<file path="src/sv/ehc_pkg.sv">
// ----------------------------------------------------------------------------
// ehc_pkg
// Shared types and constants for the Ethernet/IPv4 header classifier.
// ----------------------------------------------------------------------------
package ehc_pkg;

    localparam int unsigned BYTE_W  = 8;
    localparam int unsigned COUNT_W = 7;
    localparam int unsigned LEN_W   = COUNT_W + 1;
    localparam int unsigned MAC_W   = 48;

    localparam logic [COUNT_W-1:0] COUNT_MAX     = 7'd127;
    localparam logic [LEN_W-1:0]   ETH_HDR_BYTES = 8'd14;
    localparam logic [LEN_W-1:0]   IP_HDR_END    = 8'd34;
    localparam logic [LEN_W-1:0]   TCP_NEED      = 8'd14;
    localparam logic [LEN_W-1:0]   UDP_NEED      = 8'd4;

    // Frame offsets
    localparam logic [COUNT_W-1:0] POS_ETYPE_HI = 7'd12;
    localparam logic [COUNT_W-1:0] POS_ETYPE_LO = 7'd13;
    localparam logic [COUNT_W-1:0] POS_VER_IHL  = 7'd14;
    localparam logic [COUNT_W-1:0] POS_LEN_HI   = 7'd16;
    localparam logic [COUNT_W-1:0] POS_LEN_LO   = 7'd17;
    localparam logic [COUNT_W-1:0] POS_PROTO    = 7'd23;
    localparam logic [COUNT_W-1:0] POS_SA_FIRST = 7'd26;
    localparam logic [COUNT_W-1:0] POS_DA_FIRST = 7'd30;
    localparam logic [COUNT_W-1:0] POS_DA_END   = 7'd34;

    // Offsets inside the L4 header
    localparam logic [COUNT_W-1:0] L4_SP_HI = 7'd0;
    localparam logic [COUNT_W-1:0] L4_SP_LO = 7'd1;
    localparam logic [COUNT_W-1:0] L4_DP_HI = 7'd2;
    localparam logic [COUNT_W-1:0] L4_DP_LO = 7'd3;
    localparam logic [COUNT_W-1:0] L4_FLAGS = 7'd13;

    localparam logic [15:0] ETHERTYPE_IPV4 = 16'h0800;

    localparam logic [7:0] PROTO_ICMP = 8'd1;
    localparam logic [7:0] PROTO_TCP  = 8'd6;
    localparam logic [7:0] PROTO_UDP  = 8'd17;
    localparam logic [7:0] PROTO_GRE  = 8'd47;
    localparam logic [7:0] PROTO_ESP  = 8'd50;
    localparam logic [7:0] PROTO_AH   = 8'd51;

    localparam int unsigned FLAG_FIN_BIT = 0;
    localparam int unsigned FLAG_SYN_BIT = 1;
    localparam int unsigned FLAG_ACK_BIT = 4;

    localparam logic [1:0] STATUS_SHORT     = 2'd0;
    localparam logic [1:0] STATUS_OK        = 2'd1;
    localparam logic [1:0] STATUS_TRUNCATED = 2'd2;

    localparam logic [1:0] DIR_NONE    = 2'd0;
    localparam logic [1:0] DIR_TO_GW   = 2'd1;
    localparam logic [1:0] DIR_FROM_GW = 2'd2;

    localparam logic [2:0] CLASS_OTHER = 3'd0;
    localparam logic [2:0] CLASS_TCP   = 3'd1;
    localparam logic [2:0] CLASS_UDP   = 3'd2;
    localparam logic [2:0] CLASS_ICMP  = 3'd3;
    localparam logic [2:0] CLASS_VPN   = 3'd4;

    localparam logic [1:0] EVENT_NONE  = 2'd0;
    localparam logic [1:0] EVENT_OPEN  = 2'd1;
    localparam logic [1:0] EVENT_CLOSE = 2'd2;

    // Header fields captured so far in the current frame
    typedef struct packed {
        logic        dest_gw;
        logic        src_gw;
        logic [15:0] etype;
        logic [3:0]  hwords;
        logic [7:0]  proto;
        logic [31:0] saddr;
        logic [31:0] daddr;
        logic [15:0] tlen;
        logic [15:0] sport;
        logic [15:0] dport;
        logic [7:0]  flags;
    } frame_t;

    localparam frame_t FRAME_CLEAR = '{
        dest_gw: 1'b1, src_gw: 1'b1, etype: '0, hwords: '0, proto: '0,
        saddr: '0, daddr: '0, tlen: '0, sport: '0, dport: '0, flags: '0
    };

    typedef struct packed {
        logic [1:0]  header_status;
        logic [15:0] ether_type;
        logic [1:0]  direction;
        logic [7:0]  ipv4_proto;
        logic [2:0]  protocol_class;
        logic [31:0] source_address;
        logic [31:0] destination_address;
        logic [15:0] total_length;
        logic [15:0] source_port;
        logic [15:0] destination_port;
        logic [7:0]  flag_bits;
        logic [1:0]  log_event;
    } result_t;

endpackage

</file>
<file path="src/sv/ehc_capture.sv">
// ----------------------------------------------------------------------------
// ehc_capture
// Per-frame byte counter and header field capture.
// ----------------------------------------------------------------------------
module ehc_capture (
    input  logic                    clk,
    input  logic                    rst_n,
    input  logic                    en,
    input  logic [7:0]              data_byte,
    input  logic                    last_byte,
    input  logic [47:0]             gw_mac,
    output ehc_pkg::frame_t         frame_upd,
    output logic [ehc_pkg::LEN_W-1:0] frame_len
);
    import ehc_pkg::*;

    logic [COUNT_W-1:0] count_reg;
    logic [COUNT_W-1:0] count_next;
    frame_t             frame_reg;
    frame_t             frame_next;

    logic [COUNT_W-1:0] pos;
    logic [2:0]         mac_idx;
    logic [7:0]         gw_byte;
    logic [3:0]         ihl;
    logic [COUNT_W-1:0] l4_base;
    logic [COUNT_W-1:0] l4_off;

    assign pos       = count_reg;
    assign frame_len = {1'b0, pos} + LEN_W'(1);
    assign mac_idx   = (pos < 7'd6) ? pos[2:0] : 3'(pos - 7'd6);

    always_comb
    begin
        case (mac_idx)
            3'd0:    gw_byte = gw_mac[47:40];
            3'd1:    gw_byte = gw_mac[39:32];
            3'd2:    gw_byte = gw_mac[31:24];
            3'd3:    gw_byte = gw_mac[23:16];
            3'd4:    gw_byte = gw_mac[15:8];
            3'd5:    gw_byte = gw_mac[7:0];
            default: gw_byte = gw_mac[7:0];
        endcase
    end

    // IHL of the current byte counts when this is the version/IHL byte
    assign ihl     = (pos == POS_VER_IHL) ? data_byte[3:0] : frame_reg.hwords;
    assign l4_base = ETH_HDR_BYTES[COUNT_W-1:0] + {1'b0, ihl, 2'b00};
    assign l4_off  = pos - l4_base;

    always_comb
    begin
        frame_upd = frame_reg;
        if (pos < COUNT_MAX)
        begin
            if (pos < 7'd6)
            begin
                if (data_byte != gw_byte)
                    frame_upd.dest_gw = 1'b0;
            end
            else if (pos < POS_ETYPE_HI)
            begin
                if (data_byte != gw_byte)
                    frame_upd.src_gw = 1'b0;
            end
            else if (pos == POS_ETYPE_HI)
                frame_upd.etype[15:8] = data_byte;
            else if (pos == POS_ETYPE_LO)
                frame_upd.etype[7:0] = data_byte;
            else if (pos == POS_VER_IHL)
                frame_upd.hwords = data_byte[3:0];
            else if (pos == POS_LEN_HI)
                frame_upd.tlen[15:8] = data_byte;
            else if (pos == POS_LEN_LO)
                frame_upd.tlen[7:0] = data_byte;
            else if (pos == POS_PROTO)
                frame_upd.proto = data_byte;
            else if (pos >= POS_SA_FIRST && pos < POS_DA_FIRST)
                frame_upd.saddr = {frame_reg.saddr[23:0], data_byte};
            else if (pos >= POS_DA_FIRST && pos < POS_DA_END)
                frame_upd.daddr = {frame_reg.daddr[23:0], data_byte};

            if (pos >= l4_base)
            begin
                if (l4_off == L4_SP_HI)
                    frame_upd.sport[15:8] = data_byte;
                else if (l4_off == L4_SP_LO)
                    frame_upd.sport[7:0] = data_byte;
                else if (l4_off == L4_DP_HI)
                    frame_upd.dport[15:8] = data_byte;
                else if (l4_off == L4_DP_LO)
                    frame_upd.dport[7:0] = data_byte;
                else if (l4_off == L4_FLAGS)
                    frame_upd.flags = data_byte;
            end
        end
    end

    always_comb
    begin
        count_next = count_reg;
        frame_next = frame_reg;
        if (en)
        begin
            if (last_byte)
            begin
                count_next = '0;
                frame_next = FRAME_CLEAR;
            end
            else
            begin
                frame_next = frame_upd;
                if (count_reg < COUNT_MAX)
                    count_next = count_reg + COUNT_W'(1);
            end
        end
    end

    always_ff @(posedge clk or negedge rst_n)
    begin
        if (!rst_n)
        begin
            count_reg <= '0;
            frame_reg <= FRAME_CLEAR;
        end
        else
        begin
            count_reg <= count_next;
            frame_reg <= frame_next;
        end
    end

endmodule

</file>
<file path="src/sv/ehc_classify.sv">
// ----------------------------------------------------------------------------
// ehc_classify
// Builds the result of a frame from its captured fields and length.
// ----------------------------------------------------------------------------
module ehc_classify (
    input  ehc_pkg::frame_t           frame,
    input  logic [ehc_pkg::LEN_W-1:0] frame_len,
    output ehc_pkg::result_t          result
);
    import ehc_pkg::*;

    logic [LEN_W-1:0] l4_start;
    logic [2:0]       cls;

    assign l4_start = ETH_HDR_BYTES + {2'b00, frame.hwords, 2'b00};

    always_comb
    begin
        if (frame.proto == PROTO_TCP)
            cls = CLASS_TCP;
        else if (frame.proto == PROTO_UDP)
            cls = CLASS_UDP;
        else if (frame.proto == PROTO_ICMP)
            cls = CLASS_ICMP;
        else if (frame.proto == PROTO_GRE || frame.proto == PROTO_ESP ||
                 frame.proto == PROTO_AH)
            cls = CLASS_VPN;
        else
            cls = CLASS_OTHER;
    end

    always_comb
    begin
        result = '0;
        result.header_status = STATUS_OK;
        if (frame_len < ETH_HDR_BYTES)
            result.header_status = STATUS_SHORT;
        else
        begin
            result.ether_type = frame.etype;
            if (frame.dest_gw)
                result.direction = DIR_TO_GW;
            else if (frame.src_gw)
                result.direction = DIR_FROM_GW;
            else
                result.direction = DIR_NONE;

            if (frame.etype == ETHERTYPE_IPV4)
            begin
                if (frame_len < IP_HDR_END)
                    result.header_status = STATUS_TRUNCATED;
                else
                begin
                    result.ipv4_proto          = frame.proto;
                    result.protocol_class      = cls;
                    result.source_address      = frame.saddr;
                    result.destination_address = frame.daddr;
                    result.total_length        = frame.tlen;
                    if (cls == CLASS_TCP)
                    begin
                        if (frame_len < l4_start + TCP_NEED)
                            result.header_status = STATUS_TRUNCATED;
                        else
                        begin
                            result.source_port      = frame.sport;
                            result.destination_port = frame.dport;
                            result.flag_bits        = frame.flags;
                            if (frame.flags[FLAG_SYN_BIT] && frame.flags[FLAG_ACK_BIT])
                                result.log_event = EVENT_OPEN;
                            else if (frame.flags[FLAG_FIN_BIT])
                                result.log_event = EVENT_CLOSE;
                            else
                                result.log_event = EVENT_NONE;
                        end
                    end
                    else if (cls == CLASS_UDP)
                    begin
                        if (frame_len < l4_start + UDP_NEED)
                            result.header_status = STATUS_TRUNCATED;
                        else
                        begin
                            result.source_port      = frame.sport;
                            result.destination_port = frame.dport;
                        end
                    end
                end
            end
        end
    end

endmodule

</file>
<file path="src/sv/ethernet_ipv4_header_classifier_unit.sv">
// ----------------------------------------------------------------------------
// ethernet_ipv4_header_classifier_unit
// Classifies an Ethernet frame fed one byte per item; one result per frame.
// ----------------------------------------------------------------------------
//
//  Channel  | Signals                                   | Moves
//  ---------+-------------------------------------------+---------------------
//  in       | in_valid / in_ready, data_byte, last_byte | one frame byte
//  out      | out_valid / out_ready, 12 result fields   | one frame result
//  cfg      | cfg_write_en, cfg_write_data              | gateway MAC write
//
//  One item per cycle sustained while no last byte is stalled. An accepted byte
//  is held in the input register, where the capture and classify logic evaluate
//  it; a last byte's result lands in the output register as the byte leaves.
//  The input register only stalls for a last byte while the output register
//  still holds an untaken result; other bytes always move on.
//  rst_n clears the byte counter, the frame state, the gateway MAC and both
//  valid flags.
//
module ethernet_ipv4_header_classifier_unit (
    input  logic        clk,
    input  logic        rst_n,
    // configuration
    input  logic        cfg_write_en,
    input  logic [47:0] cfg_write_data,
    // byte input
    input  logic        in_valid,
    output logic        in_ready,
    input  logic [7:0]  data_byte,
    input  logic        last_byte,
    // result output
    output logic        out_valid,
    input  logic        out_ready,
    output logic [1:0]  header_status,
    output logic [15:0] ether_type,
    output logic [1:0]  direction,
    output logic [7:0]  ipv4_proto,
    output logic [2:0]  protocol_class,
    output logic [31:0] source_address,
    output logic [31:0] destination_address,
    output logic [15:0] total_length,
    output logic [15:0] source_port,
    output logic [15:0] destination_port,
    output logic [7:0]  flag_bits,
    output logic [1:0]  log_event
);
    import ehc_pkg::*;

    logic [47:0]      gw_mac_reg;

    // input register
    logic             in_valid_reg;
    logic [7:0]       byte_reg;
    logic             last_reg;

    // output register
    logic             out_valid_reg;
    logic             out_valid_next;
    result_t          result_reg;

    frame_t           frame_upd;
    logic [LEN_W-1:0] frame_len;
    result_t          result;
    logic             advance;

    // A plain byte never needs output space; a last byte needs a free slot
    assign advance  = in_valid_reg && (!last_reg || !out_valid_reg || out_ready);
    assign in_ready = !in_valid_reg || advance;

    always_ff @(posedge clk or negedge rst_n)
    begin
        if (!rst_n)
            gw_mac_reg <= '0;
        else if (cfg_write_en)
            gw_mac_reg <= cfg_write_data;
    end

    always_ff @(posedge clk or negedge rst_n)
    begin
        if (!rst_n)
            in_valid_reg <= 1'b0;
        else if (in_ready)
            in_valid_reg <= in_valid;
    end

    always_ff @(posedge clk)
    begin
        if (in_ready && in_valid)
        begin
            byte_reg <= data_byte;
            last_reg <= last_byte;
        end
    end

    ehc_capture u_capture (
        .clk         (clk),
        .rst_n       (rst_n),
        .en          (advance),
        .data_byte   (byte_reg),
        .last_byte   (last_reg),
        .gw_mac      (gw_mac_reg),
        .frame_upd   (frame_upd),
        .frame_len   (frame_len)
    );

    ehc_classify u_classify (
        .frame     (frame_upd),
        .frame_len (frame_len),
        .result    (result)
    );

    always_comb
    begin
        out_valid_next = out_valid_reg;
        if (advance && last_reg)
            out_valid_next = 1'b1;
        else if (out_ready)
            out_valid_next = 1'b0;
    end

    always_ff @(posedge clk or negedge rst_n)
    begin
        if (!rst_n)
            out_valid_reg <= 1'b0;
        else
            out_valid_reg <= out_valid_next;
    end

    always_ff @(posedge clk)
    begin
        if (advance && last_reg)
            result_reg <= result;
    end

    assign out_valid           = out_valid_reg;
    assign header_status       = result_reg.header_status;
    assign ether_type          = result_reg.ether_type;
    assign direction           = result_reg.direction;
    assign ipv4_proto          = result_reg.ipv4_proto;
    assign protocol_class      = result_reg.protocol_class;
    assign source_address      = result_reg.source_address;
    assign destination_address = result_reg.destination_address;
    assign total_length        = result_reg.total_length;
    assign source_port         = result_reg.source_port;
    assign destination_port    = result_reg.destination_port;
    assign flag_bits           = result_reg.flag_bits;
    assign log_event           = result_reg.log_event;

endmodule

</file>
<file path="config.mk">
export PLATFORM = sky130hd
export DESIGN_NAME = ethernet_ipv4_header_classifier_unit
export DESIGN_NICKNAME = d
export VERILOG_FILES = /design/src/sv/ehc_pkg.sv /design/src/sv/ehc_capture.sv /design/src/sv/ehc_classify.sv /design/src/sv/ethernet_ipv4_header_classifier_unit.sv
export SDC_FILE = /design/constraint.sdc
export NUM_CORES = 1
export LEC_CHECK = 0
export BUFFER_PORTS_ARGS = -buffer_cell sky130_fd_sc_hd__buf_2
export CORE_MARGIN = 2
export CORE_UTILIZATION = 40
export CTS_CLUSTER_SIZE = 30
export DETAILED_ROUTE_END_ITERATION = 8
export PLACE_DENSITY_LB_ADDON = 0.05
export SETUP_SLACK_MARGIN = 0.3
export SKIP_LAST_GASP = 1
export SLEW_MARGIN = 20
export SYNTH_ARGS = -nofsm -noshare
export SYNTH_HDL_FRONTEND = slang
export SYNTH_HIERARCHICAL = 1
export SYNTH_SLANG_ARGS = --single-unit
</file>
<file path="constraint.sdc">
create_clock -name clk -period 21.6 [get_ports clk]
set_input_delay 3.24 -clock clk [delete_from_list [all_inputs] [get_ports clk]]
set_output_delay 3.24 -clock clk [all_outputs]
set_load 0.05 [all_outputs]
</file>
==> impl_metrics.ini, run 1 <==
[global_route]
grt_pass1_vias = 12100
grt_pass1_wl_um = 73900
antenna_found_initial = 3
grtUsageTotal_pct = 21.3
overflow = 0
grt_max_degree = 90

[worst_setup_path]
reg2reg_depth = 18
worstSetupPathType = in2out
cp_top_family = buffers and inverters
critPathMaxStageDelay_ns = 0.26
cp_data_required_time_ns = 18.36
reg2reg_to = source_port[5]
startpoint_type = input port
ff2ff_setup_slack_ns = 16.21
critPathSlowestCell = buf_2
crit_top_cell = buf_2
cp_max_fo = 3
worst_ep_arrival_time_ns = 3.80
critPathBufInv = 2
path_cells = buf_2, nand4b_1, buf_2
r2r_start = u_capture/count_reg[2]
endpoint_kind = primary output

[floorplan]
ios = 217
die_h_um = 214
die_area_mm2 = 0.0456
die_w_um = 214
core_area_mm2 = 0.0432
start_util_pct = 40.7
std_cell_rows = 76

[worst_hold_path]
hold_start = u_capture/frame_reg[36]
hold_end = u_capture/frame_reg[36]
min_path_cells = 1
holdCritPathClass = reg2reg

[cts]
cts_buffers = 42
post_cts_buffers = 0
cts_root_buffer = clkbuf_16
cts.reportedPaths.clkPinSlew_ns = 0.05
cts-hold-fix-buffers = 0
cts_resized = 0
clk_path_buf_depth = 3
cts_max_level = 2
cts_sinks = 369
cts_tree = built
clk_latency_ns = 0.57

[run]
maxCapViolCount = 0

[outcome]
status = finished clean

[pwr]
power_leakage_uw = 0.00888
peakVddDrop_mv = 0.0485
power_density_mw_per_mm2 = 84.0
p_total_uw = 1720

[cells_and_area]
diodes = 0
seq_area_mm2 = 0.0100
finalNetCount = 1681
multi_input_area_mm2 = 0.00700
syn_to_final_growth_pct = 16.8
utilization_pct = 47.5
n_fill_cell = 4025
drive_above_1_share_pct = 29.7
largest_reg_flops = 150

[synth]
synth-seq-cells = 369
post-synth-top-count-cell = dfrtp_1
ys_warn_count = 6
yosysSeqAreaShare_pct = 57.2
syn_area_mm2 = 0.0176
synthCells = 1415
synth_ff_type = dfrtp_1
synth_top_area_share_pct = 29.2
synthesis.area_per_instance_um2 = 12.4
synth_top_cell_by_area = dfrtp_1
ys_top_cells_by_area = dfrtp_1, edfxtp_1, mux2_2
synth_common_cells = dfrtp_1, edfxtp_1, a22o_1, mux2_2, nand2_1
synth_cell_types = 86
ys_async_sr_fraction_pct = 56.1
synth_enable_flop_cells = 162

[drt]
initialDrtViolationCount = 874
via_count = 12200
totalWireLength_um = 48200
avgRoutedWirePerCell_um = 21.8
firstDrtPassIters = 5
routed_via_density = 5.51
ant_nets = 0
drc = 0

[sta]
max_freq_mhz = 142
min_period_ns = 7.04
relSlewSlack_pct = 29.2
grt_setup_unrepaired = no
setup_viol = 0
worstMarginPinSlew_ns = 1.06
final_hold_viol_count = 0
post-route-period-util_pct = 32.6
finalSetupTns_ns = 0
layout_setup_ws_ns = 14.56
finalClockSkew_ns = 0.0138
drv_slew = 0

[placed_design]
dp_hpwl_um = 30800
gp_congestion = 0.860
io_buffers = 216
dp_worst_setup_slack_ns = 14.54
==> layout by cell type, fill, tap and decap left out, drive strengths merged, types with 9 or more instances in the layout <==
| master | netlist | layout |
|---|---|---|
| a21o | 10 | 10 |
| a21oi | 23 | 23 |
| a22o | 124 | 124 |
| and2 | 28 | 28 |
| and3 | 101 | 101 |
| buf | 22 | 238 |
| clkbuf | 87 | 53 |
| clkinv | 5 | 21 |
| dfrtp | 205 | 205 |
| edfxtp | 162 | 162 |
| ha | 28 | 28 |
| inv | 18 | 21 |
| mux2 | 140 | 140 |
| mux2i | 11 | 11 |
| nand2 | 109 | 109 |
| nand3 | 29 | 29 |
| nor2 | 28 | 28 |
| nor3 | 12 | 12 |
| nor3b | 37 | 37 |
| o21ai | 81 | 81 |
| o2bb2ai | 24 | 24 |
| or3 | 9 | 9 |
| xnor2 | 11 | 11 |
==> layout make-up <==
class,count,share of cell area (%)
flip-flops and latches,369,49.0
multi-input cells,915,34.1
repair buffers,239,6.15
clock buffers,52,5.45
well taps,585,3.57
clock inverters,26,1.34
inverters,23,0.433
==> per-layer routing <==
metal	global-route usage, %	up-vias	wire (um)
met4	5.15	0	884
met1	30.9	6113	22600
met3	3.87	52	2540
met5	0	-	0
li1	-	5693	-
met2	33.3	310	22200
==> stage by stage <==
stage | instances | hold WS, ns | area, um^2
global placement | 2131 | 0.471 | 19100
global route | 2209 | 0.509 | 20500
detailed placement | 2131 | 0.474 | 19100
CTS | 2209 | 0.490 | 20500
floorplan | 1416 | 0.452 | 17600
finish | 2209 | 0.486 | 20500
==> power by group <==
| part | switching [uW] | internal, uW | total (uW) | leakage [uW] |
|---|---|---|---|---|
| Sequential | 15.5 | 761 | 777 | 0.00422 |
| Combinational | 162 | 60.9 | 223 | 0.00397 |
| Clock | 294 | 429 | 723 | 0.000681 |
==> logic make-up (layout without fill, tap and decap cells) <==
family / Yosys count / after routing / synth area share (%)
simple gates: 392 / 392 / 12.6
flops: 369 / 369 / 57.2
compound gates: 324 / 324 / 14.0
mux: 151 / 151 / 10.0
buf+inv: 132 / 340 / 3.17
fa+ha+maj: 29 / 29 / 2.11
xor+xnor: 17 / 17 / 0.848
other cells: 1 / 2 / 0.0214
==> worst max path at each step <==
stage               cells after the start  startpoint  slack (ns)                     end
floorplan                               2   out_ready       11.29  destination_address[0]
global placement                        3   out_ready       14.57                in_ready
detailed placement                      3   out_ready       14.54                in_ready
CTS                                     3   out_ready       14.54                in_ready
global route                            3   out_ready       14.52                in_ready
finish                                  3   out_ready       14.56                in_ready
Power figures use the tool's default switching activity.
==> run 2: changes to the inputs <==
==> constraint.sdc (replaced) <==
create_clock -name clk -period 7.35 [get_ports clk]
set_input_delay 1.1025 -clock clk [delete_from_list [all_inputs] [get_ports clk]]
set_output_delay 1.1025 -clock clk [all_outputs]
set_load 0.05 [all_outputs]
==> run 2 against run 1 <==
  * Clock skew is 0.0078 ns higher
  * Non-clock buffer count is 6 lower
  * Sequential cell count did not move
  * Setup slack got worse by 13 ns
  * Register-to-register slack got worse by 15 ns
  * Via count rose by 0.99%
  * Clock power grew to 2.8 times the previous value
  * Final cell count decreased by 0.23%
  * Critical path type is now reg2reg
  * Highest routed layer unchanged
==> impl_metrics.ini, run 2 (synthesis results as in run 1) <==
[outcome]
status = finished clean

[floorplan]
die_w_um = 214
die_area_mm2 = 0.0456
ios = 217
start_util_pct = 40.7
std_cell_rows = 76
core_area_mm2 = 0.0432
die_h_um = 214

[sta]
relSlewSlack_pct = 28.5
post-route-period-util_pct = 79.5
finalClockSkew_ns = 0.0216
max_freq_mhz = 171
drv_slew = 0
grt_setup_unrepaired = no
finalSetupTns_ns = 0
worstMarginPinSlew_ns = 1.07
final_hold_viol_count = 0
min_period_ns = 5.84
setup_viol = 0

[cells_and_area]
largest_reg_flops = 150
drive_above_1_share_pct = 29.5
finalNetCount = 1675
n_fill_cell = 4009
final_cell_mix = buf_2, dfrtp_1, edfxtp_1
syn_to_final_growth_pct = 16.5
final_cells = 2204
mostFrequentLayoutCell = buf_2

[cts]
cts_tree = built
clk_path_buf_depth = 3
cts.reportedPaths.clkPinSlew_ns = 0.06
cts-hold-fix-buffers = 0
post_cts_buffers = 0
cts_resized = 0
cts_buffers = 42
cts_root_buffer = clkbuf_16
cts_sinks = 369
cts_max_level = 2
clk_latency_ns = 0.57

[pwr]
power_leakage_uw = 0.00883
power_density_mw_per_mm2 = 244
peakVddDrop_mv = 0.177

[placed_design]
gp_congestion = 0.838
place_inst = 2125
dp_hpwl_um = 30700
io_buffers = 216

[worst_setup_path]
endpoint_kind = register
path_cells = clkinv_1, ha_1, nand2_1, nand3_1, o21ai_0, nand4_1, o21ai_0, o21ai_0, xnor2_1, ha_1, a21boi_0, ha_1, a41o_1, a21oi_1, nand2_1, a22oi_2, buf_4, nor3b_1
worstSetupPathType = reg2reg
cp_max_fo = 32
startpoint_type = register
critPathSlowestCell = dfrtp_1
worst_ep_arrival_time_ns = 6.12
cp_data_required_time_ns = 7.63
critPathMaxStageDelay_ns = 0.87

[drt]
drc = 0
ant_nets = 0
via_count = 12300
firstDrtPassIters = 5
routed_via_density = 5.58
avgRoutedWirePerCell_um = 22.2
totalWireLength_um = 48900
initialDrtViolationCount = 933

[global_route]
grt_max_degree = 154
grt_pass1_wl_um = 74500
grtUsageTotal_pct = 21.5
grt_pass1_vias = 12000
overflow = 0
antenna_found_initial = 0

[run]
maxCapViolCount = 0

[worst_hold_path]
holdCritPathClass = reg2reg
run 2: cell types whose count changed in the layout (fill, tap and decap cells not counted), sizes merged:
cell / previous run / this run
clkinv: 21 / 20
clkbuf: 53 / 58
bufinv: 5 / 1
diode: 0 / 1
buf: 238 / 232
run 2: through the flow:
stage / power (uW) / worst slack [ns] / utilization, % / instance area [um^2] / hold WS [ns]
after floorplan: 2780 / 1.73 / - / 17600 / 0.452
after global placement: 2980 / 1.54 / 44.3 / 19100 / 0.472
after detailed placement: 2980 / 1.52 / 44.3 / 19100 / 0.474
after CTS: 5040 / 1.50 / 47.4 / 20400 / 0.493
after global routing: 5180 / 0.786 / 47.4 / 20500 / 0.510
final: 4980 / 1.51 / 47.4 / 20500 / 0.489
run 2: per-layer routing:
| metal | GRT usage, % | wire, um |
|---|---|---|
| met1 | 32.8 | 23600 |
| met2 | 32.4 | 22000 |
| met4 | 5.68 | 791 |
| met3 | 2.62 | 2500 |
| met5 | 0 | 0 |
run 2: path summary, 6_finish.rpt:
check	start	endpoint	slack, ns	cells past startpoint
max in group asynchronous	rst_n	u_capture/frame_reg[72]	5.45	2
setup reg to reg	u_capture/count_reg[1]	source_port[6]	1.51	18
hold reg to reg	u_capture/frame_reg[36]	u_capture/frame_reg[36]	0.49	1
min in group asynchronous	rst_n	gw_mac_reg[45]	0.58	1
hold / removal	u_capture/frame_reg[36]	u_capture/frame_reg[36]	0.49	1
setup / recovery	u_capture/count_reg[1]	source_port[6]	1.51	18
run 2: report_power, final:
group          switching [uW]  internal (uW)
logic                     462            177
registers                65.7           2240
clock network             862           1180
total                    1390           3590
run 2: cell type report:
type                    instances  area (um^2)  area share (%)
flip-flops and latches        369        10000            49.1
multi-input cells             915         7010            34.2
repair buffers                233         1240            6.07
clock buffers                  57         1190            5.82
well taps                     585          732            3.58
clock inverters                21          146           0.716
inverters                      23         88.8           0.434
diodes                          1         2.50          0.0122
run 2: critical path, delay by kind of cell, from the launching register on:
kind	cells	cell delay [ns]
compound gates	7	1.90
xor+xnor	1	0.21
fa+ha+maj	3	0.95
buf+inv	2	0.99
flops	1	0.87
simple gates	5	0.64
